[src/hdl/dtt_pkg.sv]
// ----------------------------------------------------------------------------
// dtt_pkg: shared types and constants for the delimited text tokenizer
// Holds the byte codes, the token kinds, the register indexes and the
// configuration and result structs.
// ----------------------------------------------------------------------------
package dtt_pkg;

  localparam int unsigned ByteW = 8;
  localparam int unsigned KindW = 2;
  localparam int unsigned CfgIdxW = 2;

  localparam logic [ByteW-1:0] LfByte    = 8'd10;
  localparam logic [ByteW-1:0] CrByte    = 8'd13;
  localparam logic [ByteW-1:0] QuoteByte = 8'd34;

  localparam logic [ByteW-1:0] DelimReset   = 8'd44;
  localparam logic [ByteW-1:0] CommentReset = 8'd35;

  typedef enum logic [KindW-1:0] {
    KIND_CHAR         = 2'd0,
    KIND_WORD_END     = 2'd1,
    KIND_WORD_ROW_END = 2'd2,
    KIND_ROW_END      = 2'd3
  } kind_e;

  typedef enum logic [CfgIdxW-1:0] {
    REG_DELIMITER    = 2'd0,
    REG_QUOTE_MODE   = 2'd1,
    REG_COMMENT_MODE = 2'd2,
    REG_COMMENT_BYTE = 2'd3
  } reg_idx_e;

  typedef struct packed {
    logic [ByteW-1:0] delimiter_byte;
    logic             quote_mode;
    logic             comment_mode;
    logic [ByteW-1:0] comment_byte;
  } cfg_t;

  typedef struct packed {
    logic             valid;
    kind_e            token_kind;
    logic [ByteW-1:0] word_byte;
  } res_t;

endpackage

[src/hdl/dtt_cfg_regs.sv]
// ----------------------------------------------------------------------------
// dtt_cfg_regs: configuration registers
// Four write-only registers loaded by index from the plain write port.
// ----------------------------------------------------------------------------
module dtt_cfg_regs (
  input  logic                          clk_i,
  input  logic                          rst_ni,
  input  logic                          cfg_we_i,
  input  logic [dtt_pkg::CfgIdxW-1:0]   cfg_idx_i,
  input  logic [dtt_pkg::ByteW-1:0]     cfg_data_i,
  output dtt_pkg::cfg_t                 cfg_o
);
  import dtt_pkg::*;

  cfg_t cfg_q, cfg_d;

  always_comb begin
    cfg_d = cfg_q;
    if (cfg_we_i) begin
      case (reg_idx_e'(cfg_idx_i))
        REG_DELIMITER:    cfg_d.delimiter_byte = cfg_data_i;
        REG_QUOTE_MODE:   cfg_d.quote_mode     = cfg_data_i[0];
        REG_COMMENT_MODE: cfg_d.comment_mode   = cfg_data_i[0];
        REG_COMMENT_BYTE: cfg_d.comment_byte   = cfg_data_i;
        default:          cfg_d = cfg_q;
      endcase
    end
  end

  always_ff @(posedge clk_i or negedge rst_ni) begin
    if (!rst_ni) begin
      cfg_q.delimiter_byte <= DelimReset;
      cfg_q.quote_mode     <= 1'b0;
      cfg_q.comment_mode   <= 1'b0;
      cfg_q.comment_byte   <= CommentReset;
    end else begin
      cfg_q <= cfg_d;
    end
  end

  assign cfg_o = cfg_q;

endmodule

[src/hdl/dtt_core.sv]
// ----------------------------------------------------------------------------
// dtt_core: tokenizer state and byte decode
// Classifies one byte against the current line state, gives the result
// token and advances the four state bits when the byte is consumed.
// ----------------------------------------------------------------------------
module dtt_core (
  input  logic                      clk_i,
  input  logic                      rst_ni,
  input  dtt_pkg::cfg_t             cfg_i,
  input  logic [dtt_pkg::ByteW-1:0] text_byte_i,
  input  logic                      fire_i,
  output dtt_pkg::res_t             res_o
);
  import dtt_pkg::*;

  logic quotes_q, quotes_d;
  logic word_open_q, word_open_d;
  logic skip_q, skip_d;
  logic had_words_q, had_words_d;

  logic quoted;
  logic close_word;
  logic emit_char;
  res_t res;

  always_comb begin
    quoted      = cfg_i.quote_mode && quotes_q;
    close_word  = 1'b0;
    emit_char   = 1'b0;
    quotes_d    = quotes_q;
    word_open_d = word_open_q;
    skip_d      = skip_q;
    had_words_d = had_words_q;
    res         = '{valid: 1'b0, token_kind: KIND_CHAR, word_byte: '0};

    if (text_byte_i == LfByte) begin
      // line end wins over every other role
      if (word_open_q) begin
        res.valid      = 1'b1;
        res.token_kind = KIND_WORD_ROW_END;
      end else if (had_words_q) begin
        res.valid      = 1'b1;
        res.token_kind = KIND_ROW_END;
      end
      word_open_d = 1'b0;
      skip_d      = 1'b0;
      had_words_d = 1'b0;
    end else if (skip_q) begin
      // rest of line ignored
    end else if (quoted) begin
      if (text_byte_i == QuoteByte) begin
        quotes_d = 1'b0;
      end else if (text_byte_i == CrByte) begin
        skip_d     = 1'b1;
        close_word = 1'b1;
      end else begin
        emit_char = 1'b1;
      end
    end else if (cfg_i.comment_mode && text_byte_i == cfg_i.comment_byte) begin
      skip_d     = 1'b1;
      close_word = 1'b1;
    end else if (cfg_i.quote_mode && text_byte_i == QuoteByte) begin
      quotes_d = 1'b1;
    end else if (text_byte_i == cfg_i.delimiter_byte) begin
      close_word = 1'b1;
    end else if (text_byte_i == CrByte) begin
      skip_d     = 1'b1;
      close_word = 1'b1;
    end else begin
      emit_char = 1'b1;
    end

    if (close_word && word_open_q) begin
      word_open_d    = 1'b0;
      had_words_d    = 1'b1;
      res.valid      = 1'b1;
      res.token_kind = KIND_WORD_END;
    end
    if (emit_char) begin
      word_open_d    = 1'b1;
      res.valid      = 1'b1;
      res.token_kind = KIND_CHAR;
      res.word_byte  = text_byte_i;
    end
  end

  always_ff @(posedge clk_i or negedge rst_ni) begin
    if (!rst_ni) begin
      quotes_q    <= 1'b0;
      word_open_q <= 1'b0;
      skip_q      <= 1'b0;
      had_words_q <= 1'b0;
    end else if (fire_i) begin
      quotes_q    <= quotes_d;
      word_open_q <= word_open_d;
      skip_q      <= skip_d;
      had_words_q <= had_words_d;
    end
  end

  assign res_o = res;

  a_lf_clears_line: assert property (@(posedge clk_i) disable iff (!rst_ni)
    fire_i && text_byte_i == LfByte |=> !word_open_q && !skip_q && !had_words_q)
    else $error("line state not cleared after line feed");

  a_skip_silent: assert property (@(posedge clk_i) disable iff (!rst_ni)
    skip_q && text_byte_i != LfByte |-> !res_o.valid)
    else $error("token produced while skipping to line end");

  a_end_byte_zero: assert property (@(posedge clk_i) disable iff (!rst_ni)
    res_o.valid && res_o.token_kind != KIND_CHAR |-> res_o.word_byte == '0)
    else $error("end token carries a nonzero byte");

  a_quotes_held: assert property (@(posedge clk_i) disable iff (!rst_ni)
    fire_i && !cfg_i.quote_mode |=> $stable(quotes_q))
    else $error("quote state changed with quote handling off");

endmodule

[src/hdl/delimited_text_tokenizer.sv]
// ----------------------------------------------------------------------------
// delimited_text_tokenizer: streaming tokenizer for delimited text
// Turns a byte stream into word characters, word ends and row ends.
// ----------------------------------------------------------------------------
//   channel   | dir | tdata           | tuser
//   s_axis    | in  | text_byte[7:0]  | -
//   m_axis    | out | word_byte[7:0]  | token_kind[1:0]
//   cfg       | in  | 4 registers by index, write only
//
// one byte per cycle while a stalled m_axis does not back up; each beat is
// decoded and updates the line state in the input register, then its token
// lands in the result register.
// bytes that give no token never wait on the output side.
// reset clears the line state and loads the register defaults.
// a stalled m_axis holds its beat and backs up into s_axis only when the
// waiting byte would produce a token.
// ----------------------------------------------------------------------------
module delimited_text_tokenizer (
  input  logic                        clk_i,
  input  logic                        rst_ni,
  input  logic                        s_axis_tvalid,
  output logic                        s_axis_tready,
  input  logic [dtt_pkg::ByteW-1:0]   s_axis_tdata,   // [7:0] text_byte
  output logic                        m_axis_tvalid,
  input  logic                        m_axis_tready,
  output logic [dtt_pkg::ByteW-1:0]   m_axis_tdata,   // [7:0] word_byte
  output logic [dtt_pkg::KindW-1:0]   m_axis_tuser,   // [1:0] token_kind
  input  logic                        cfg_we_i,
  input  logic [dtt_pkg::CfgIdxW-1:0] cfg_idx_i,
  input  logic [dtt_pkg::ByteW-1:0]   cfg_data_i
);
  import dtt_pkg::*;

  cfg_t             cfg;
  res_t             res;
  logic             in_vld_q, in_vld_d;
  logic [ByteW-1:0] in_byte_q;
  logic             out_vld_q, out_vld_d;
  kind_e            out_kind_q;
  logic [ByteW-1:0] out_byte_q;
  logic             out_free;
  logic             fire;
  logic             s_take;

  dtt_cfg_regs u_cfg (
    .clk_i      (clk_i),
    .rst_ni     (rst_ni),
    .cfg_we_i   (cfg_we_i),
    .cfg_idx_i  (cfg_idx_i),
    .cfg_data_i (cfg_data_i),
    .cfg_o      (cfg)
  );

  dtt_core u_core (
    .clk_i       (clk_i),
    .rst_ni      (rst_ni),
    .cfg_i       (cfg),
    .text_byte_i (in_byte_q),
    .fire_i      (fire),
    .res_o       (res)
  );

  assign out_free      = !out_vld_q || m_axis_tready;
  assign fire          = in_vld_q && (out_free || !res.valid);
  assign s_axis_tready = !in_vld_q || fire;
  assign s_take        = s_axis_tvalid && s_axis_tready;

  always_comb begin
    in_vld_d = in_vld_q;
    if (s_take) begin
      in_vld_d = 1'b1;
    end else if (fire) begin
      in_vld_d = 1'b0;
    end
    out_vld_d = out_vld_q;
    if (fire && res.valid) begin
      out_vld_d = 1'b1;
    end else if (m_axis_tready) begin
      out_vld_d = 1'b0;
    end
  end

  always_ff @(posedge clk_i or negedge rst_ni) begin
    if (!rst_ni) begin
      in_vld_q  <= 1'b0;
      out_vld_q <= 1'b0;
    end else begin
      in_vld_q  <= in_vld_d;
      out_vld_q <= out_vld_d;
    end
  end

  always_ff @(posedge clk_i) begin
    if (s_take) begin
      in_byte_q <= s_axis_tdata;
    end
    if (fire && res.valid) begin
      out_kind_q <= res.token_kind;
      out_byte_q <= res.word_byte;
    end
  end

  assign m_axis_tvalid = out_vld_q;
  assign m_axis_tdata  = out_byte_q;
  assign m_axis_tuser  = out_kind_q;

endmodule

[config.mk]
export PLATFORM = sky130hd
export DESIGN_NAME = delimited_text_tokenizer
export DESIGN_NICKNAME = d
export VERILOG_FILES = /design/src/hdl/dtt_pkg.sv /design/src/hdl/dtt_cfg_regs.sv /design/src/hdl/dtt_core.sv /design/src/hdl/delimited_text_tokenizer.sv
export SDC_FILE = /design/constraint.sdc
export NUM_CORES = 1
export LEC_CHECK = 0
export BUFFER_PORTS_ARGS = -buffer_cell sky130_fd_sc_hd__buf_2
export CORE_UTILIZATION = 49
export DETAILED_ROUTE_END_ITERATION = 12
export PLACE_DENSITY = 0.84
export SLEW_MARGIN = 20
export SYNTH_ARGS = -nofsm -noshare
export SYNTH_HDL_FRONTEND = slang
export SYNTH_SLANG_ARGS = --single-unit
[constraint.sdc]
create_clock -name clk_i -period 2.5 [get_ports clk_i]
set_clock_uncertainty 0.1 [all_clocks]
set_input_delay 0.5 -clock clk_i [delete_from_list [all_inputs] [get_ports clk_i]]
set_output_delay 0.5 -clock clk_i [all_outputs]
set_load 0.03 [all_outputs]
# Word level (Yosys, flattened, before mapping)

Cells that the tools add are included.

Flip-flop bits (word level): 42
Logic and storage cells: 92

Eq/ne operators: 10
Multiplexer cells: 39
Bitwise logic cells: 2
Reduce and logical (&&, ||, !) cells: 27

Operators with widths:

| kind                                                                  | count |
|---|---|
| 1-bit 2-to-1 mux                                                      | 34 |
| 8-bit by 4-bit equality test with 1-bit output, second input constant | 2 |
| 8-bit equality test                                                   | 2 |
| 3-bit 2-to-1 mux                                                      | 4 |
| 2-bit AND reduction                                                   | 6 |
| 11-bit 2-to-1 mux                                                     | 1 |
| 8-bit by 6-bit equality test with 1-bit output, second input constant | 1 |
| 2-bit nonzero test                                                    | 4 |
| 1-bit logical AND                                                     | 7 |
| 6-bit AND reduction                                                   | 1 |
| 2-bit equality test, second input constant                            | 2 |
| 1-bit logical NOT                                                     | 3 |
| 1-bit logical OR                                                      | 3 |
| 3-bit nonzero test                                                    | 1 |
| 3-bit OR reduction                                                    | 1 |
| 2-bit by 1-bit equality test with 1-bit output, second input constant | 1 |
| 2-bit logical NOT                                                     | 1 |
| 2-bit by 1-bit != test with 1-bit output, second input constant       | 1 |
| 2-bit != test, second input constant                                  | 1 |
| 1-bit NOT                                                             | 2 |

# Logic depth before layout (Yosys ltp)

Depth after elaboration: 17
Gate-level depth with buffers: 8
Mapped depth without buffers: 7

# By module

A second synthesis with hierarchy kept.

Cells, all modules: 143
Area, all modules: 1,976.9 µm²

By module, submodules not included:

| module                   | times used | cells each | area each (µm²) |
|---|---|---|---|
| dtt_cfg_regs             | 1          | 40         | 704.4 |
| delimited_text_tokenizer | 1          | 28         | 658.1 |
| dtt_core                 | 1          | 75         | 614.3 |

# Worst setup path before layout

No wires, ideal clock.

Path kind: reg2out
Start: register in_byte_q[3]
End: output port s_axis_tready
Data arrival time: 2,009 ps
Slack: -109 ps
Cell stages (with the launch flop): 8
Buffers on the path: 0
Path through: edfxtp_1 > and4bb_2 > nand3_2 > nand2_1 > or3b_4 > a211oi_4 > nand2b_2 > nand3_1

Longest elaborated chain between the ends: 15
Elaborated cells between the ends (all ways): 31

Ends and longest elaborated chain:

| item                                           | line                           | source |
|---|---|---|
| start, declared                                | delimited_text_tokenizer.sv:37 | `logic [ByteW-1:0] in_byte_q;` |
| start signal, assigned                         | delimited_text_tokenizer.sv:95 | `in_byte_q <= s_axis_tdata;` |
| 8-bit by 4-bit equality test with 1-bit output | dtt_core.sv:53, dtt_core.sv:66 |  |
| 1-bit 2-to-1 mux                               | dtt_core.sv:53, dtt_core.sv:66 |  |
| 1-bit 2-to-1 mux                               | dtt_core.sv:64                 | `end else if (text_byte_i == cfg_i.delimiter_byte) begin` |
| 1-bit 2-to-1 mux                               | dtt_core.sv:62                 | `end else if (cfg_i.quote_mode && text_byte_i == QuoteByte) begin` |
| 1-bit 2-to-1 mux                               | dtt_core.sv:59                 | `end else if (cfg_i.comment_mode && text_byte_i == cfg_i.comment_byte) begin` |
| 1-bit 2-to-1 mux                               | dtt_core.sv:50                 | `end else if (quoted) begin` |
| 1-bit 2-to-1 mux                               | dtt_core.sv:48                 | `end else if (skip_q) begin` |
| 1-bit 2-to-1 mux                               | dtt_core.sv:36                 | `if (text_byte_i == LfByte) begin` |
| 1-bit logical AND                              | dtt_core.sv:73                 | `if (close_word && word_open_q) begin` |
| 3-bit 2-to-1 mux                               | dtt_core.sv:73                 |  |
| 11-bit 2-to-1 mux (*)                          | dtt_core.sv:79                 | `if (emit_char) begin` |
| 1-bit logical NOT (*)                          | delimited_text_tokenizer.sv:64 | `assign fire = in_vld_q && (out_free \|\| !res.valid);` |
| 1-bit logical OR (*)                           | delimited_text_tokenizer.sv:64 |  |
| 1-bit logical AND (*)                          | delimited_text_tokenizer.sv:64 |  |
| 1-bit logical OR (*)                           | delimited_text_tokenizer.sv:65 | `assign s_axis_tready = !in_vld_q \|\| fire;` |
| end, declared                                  | delimited_text_tokenizer.sv:22 | `output logic s_axis_tready,` |

Every way passes the cells marked *; elsewhere a longest branch is shown, timed or not.

# Worst setup path after layout

Start: register in_byte_q[5]
End: output port s_axis_tready

The elaborated chain is that of the path after synthesis.

==> results.ini <==
[status]
outcome = complete, but fails checks
violations = setup timing

[synth]
ys_seq_area_frac = 0.582
synth_area_per_cell_um2 = 12.9
synth_cell_type_count = 40
synthAdderAreaFrac = 0
synth_top_flop_cell = edfxtp_1
yosys.area.top_type = edfxtp_1
synth_top_family_by_area = simple AND/OR/NAND/NOR gates
synth-xor-area-share = 0.0710
ys_ff_latch = 42
synth_nets = 176
ys_async_sr_fraction = 0.571
synth_warnings = 0
synth_compound_area_frac = 0.0685
ys_top_cells_by_area = edfxtp_1 (27%), dfrtp_1 (23%), mux2_2 (10%), dfstp_2 (8.0%), xnor2_1 (3.6%)
muxShareOfSynthArea = 0.103
syn_area_mm2 = 0.00197
synth_cells = 153
synth_edf_count = 18
synth_top_area_frac = 0.274
yosys.area_share.simple = 0.167

[worst_setup_path]
cp-end-kind = output pin
rrSetupSlack_ns = -0.37
startpoint_type = register
worstPathRequired_ns = 1.90
r2r-start = in_byte_q[5]
worstSetupPathType = reg -> out
cp_max_fo = 4
r2r_cells = 11
critPathArrivalTime_ns = 2.38
r2r_end = m_axis_tdata[7]

[finish]
n_fill_cell = 265
design_area_mm2 = 0.00265
n_antenna_cell = 0
drive_gt1_frac = 0.516
syn_to_final_growth_pct = 34.5
fin_nets = 241

[pwr]
netSwitchingFraction = 0.307
p_leak_nw = 1.12
ir_worst_vdd_mv = 0.411
powerDensity_mw_per_mm2 = 729
clkPwrFrac = 0.229
p_int_mw = 1.34
power_frac_seq = 0.491
p_comb_frac = 0.279
power_mw = 1.94
switchingPower_mw = 0.595

[clocking]
clkLatencyLatePin_ns = 0.30
cts_sinks = 42
tritoncts = yes
numCtsBuffers = 5
clock_path_buffers = 2
htreeDepth = 2
cts.clk_slew.worst_paths_ns = 0.08
root_buffer = clkbuf_8
hold_buffers = 0

[route]
first_iter_violations = 83
via_per_inst = 5.30
vias = 1416
drtPass1Iterations = 5
drc_errors = 0
avgRoutedWirePerCell_um = 16.4
finalWirelength_mm = 4.37
ant_nets = 0

[sta]
worst_slew_pin_slew_ns = 0.560
fmax_mhz = 336
hold_viol = 0
setup_slack_ns = -0.477
grt_setup_unrepaired = yes
finalSetupTns_ns = -5.32
fin_crit_sh = 1.19
whs_ns = 0.0788
slew_headroom = 0.627
setup_violations = 20
fin_crit_ns = 2.98
drv_slew = 0

[die]
fp.dieH_um = 65.5
start_util = 0.523
core_area_mm2 = 0.00377
die_w_um = 65.5
pin_count = 35
fp-row-count = 22
die_area_mm2 = 0.00428

[placement]
dp_slack_ns = -0.207
place_area_mm2 = 0.00232
dp_hpwl_mm = 2.82
gp_congestion = 0.759
port_buffers = 34

[global_routing]
grt_use_total = 0.226
grt_max_degree = 25
antenna_found_initial = 0
grt_pass1_vias = 1502
overflow = 0
grt_pass1_wl_mm = 7.07

[min_path]
hold_path_class = in -> async

[job]
maxCapViolations = 0

-- area by class of cell --
cell class / instances / area (um^2) / area share
Clock buffer: 5 / 68.8 / 0.0259
Clock inverter: 3 / 21.3 / 0.00802
Multi-Input combinational cell: 107 / 908 / 0.342
Sequential cell: 42 / 1150 / 0.433
Tap cell: 48 / 60.1 / 0.0226
Inverter: 2 / 7.51 / 0.00283
Timing Repair Buffer: 60 / 439 / 0.165
-- synth_stat cells (2+ instances only) --
| cell type | n |
|---|---|
| a21oi_1 | 4 |
| a31oi_1 | 2 |
| and2_1 | 9 |
| and2b_1 | 2 |
| and3_1 | 2 |
| dfrtp_1 | 18 |
| dfstp_2 | 6 |
| edfxtp_1 | 18 |
| inv_1 | 2 |
| mux2_2 | 18 |
| nand2_1 | 12 |
| nand3_1 | 5 |
| nand4_1 | 2 |
| nor2_1 | 6 |
| nor2b_1 | 3 |
| nor3_2 | 2 |
| nor3b_1 | 4 |
| nor4_1 | 2 |
| xnor2_1 | 8 |
| xor2_1 | 8 |
-- state kept, by name (all words and copies together) (netlist names), 2 cells and up --
| name | flops |
|---|---|
| u_cfg.cfg_o | 18 |
| m_axis_tdata | 8 |
| in_byte_q | 8 |
| m_axis_tuser | 2 |
-- repair_timing --
item | 4_1_cts | 5_1_grt
gates resized for setup | 20 | 8
setup buffers | 9 | 3
cloned | 1 | 0
pin swaps | 11 | 8
endpoints found under the hold margin | 0 | 0
setup endpoints to repair | 19 | 21
-- worst max path at each step --
stage                     slack [ns]  cells past startpoint       endpoint    startpoint
final                          -0.48                      9  s_axis_tready  in_byte_q[5]
after global routing           -0.55                      8  s_axis_tready  in_byte_q[0]
after CTS                      -0.38                      9  s_axis_tready  in_byte_q[1]
after detailed placement       -0.21                      8  s_axis_tready  in_byte_q[7]
after global placement         -0.14                      8  s_axis_tready  in_byte_q[7]
after floorplan                -0.04                      7  s_axis_tready  in_byte_q[3]
-- per-layer routing --
layer	track usage	vias up	share of wire
li1	-	679	-
met1	0.278	697	0.42
met2	0.370	36	0.52
met3	0.0642	4	0.049
met4	0.0951	0	0.0087
met5	0	-	0
-- power groups by stage --
stage	Sequential (mW)	Combinational (mW)	Clock [mW]
finish	0.951	0.540	0.444
global route	0.965	0.580	0.480
CTS	0.949	0.517	0.450
detailed placement	0.964	0.429	0
global placement	0.956	0.417	0
floorplan	1.01	0.232	0
-- layout by cell type (no fill, tap or decap), types with 3 or more instances in the layout --
master    instances
a21oi_1           3
and2_1            9
buf_2            33
buf_4            16
buf_6             9
clkbuf_8          5
dfrtp_1          18
dfstp_2           6
edfxtp_1         18
mux2_2           18
nand2_1          10
nand3_1           4
nor2_1            6
nor2b_1           3
nor3b_1           3
xnor2_1           8
xor2_1            6
-- worst max-delay path, stage by stage (launching register included) --
cell,delay [ns]
edfxtp_1,0.44
buf_6,0.16
nor2b_1,0.14
nand4_1,0.14
nand2_2,0.08
or3b_4,0.42
a211oi_4,0.27
nand2b_4,0.19
nand3_4,0.07
buf_6,0.15
-- per-stage QoR --
step                      instances   util
after floorplan                 153      -
after global placement          247  0.616
after detailed placement        247  0.616
after CTS                       264  0.686
after global routing            267  0.704
final                           267  0.704
-- kinds of logic (layout without fill, tap and decap cells) --
kind of cell | Yosys count | count (layout)
AO/OA/AOI/OAI | 17 | 17
XOR/XNOR | 16 | 16
buffers and inverters | 4 | 70
flip-flops | 42 | 42
multiplexers | 18 | 18
AND/OR/NAND/NOR | 56 | 56
Note: power is estimated with default switching activity, not from simulation.
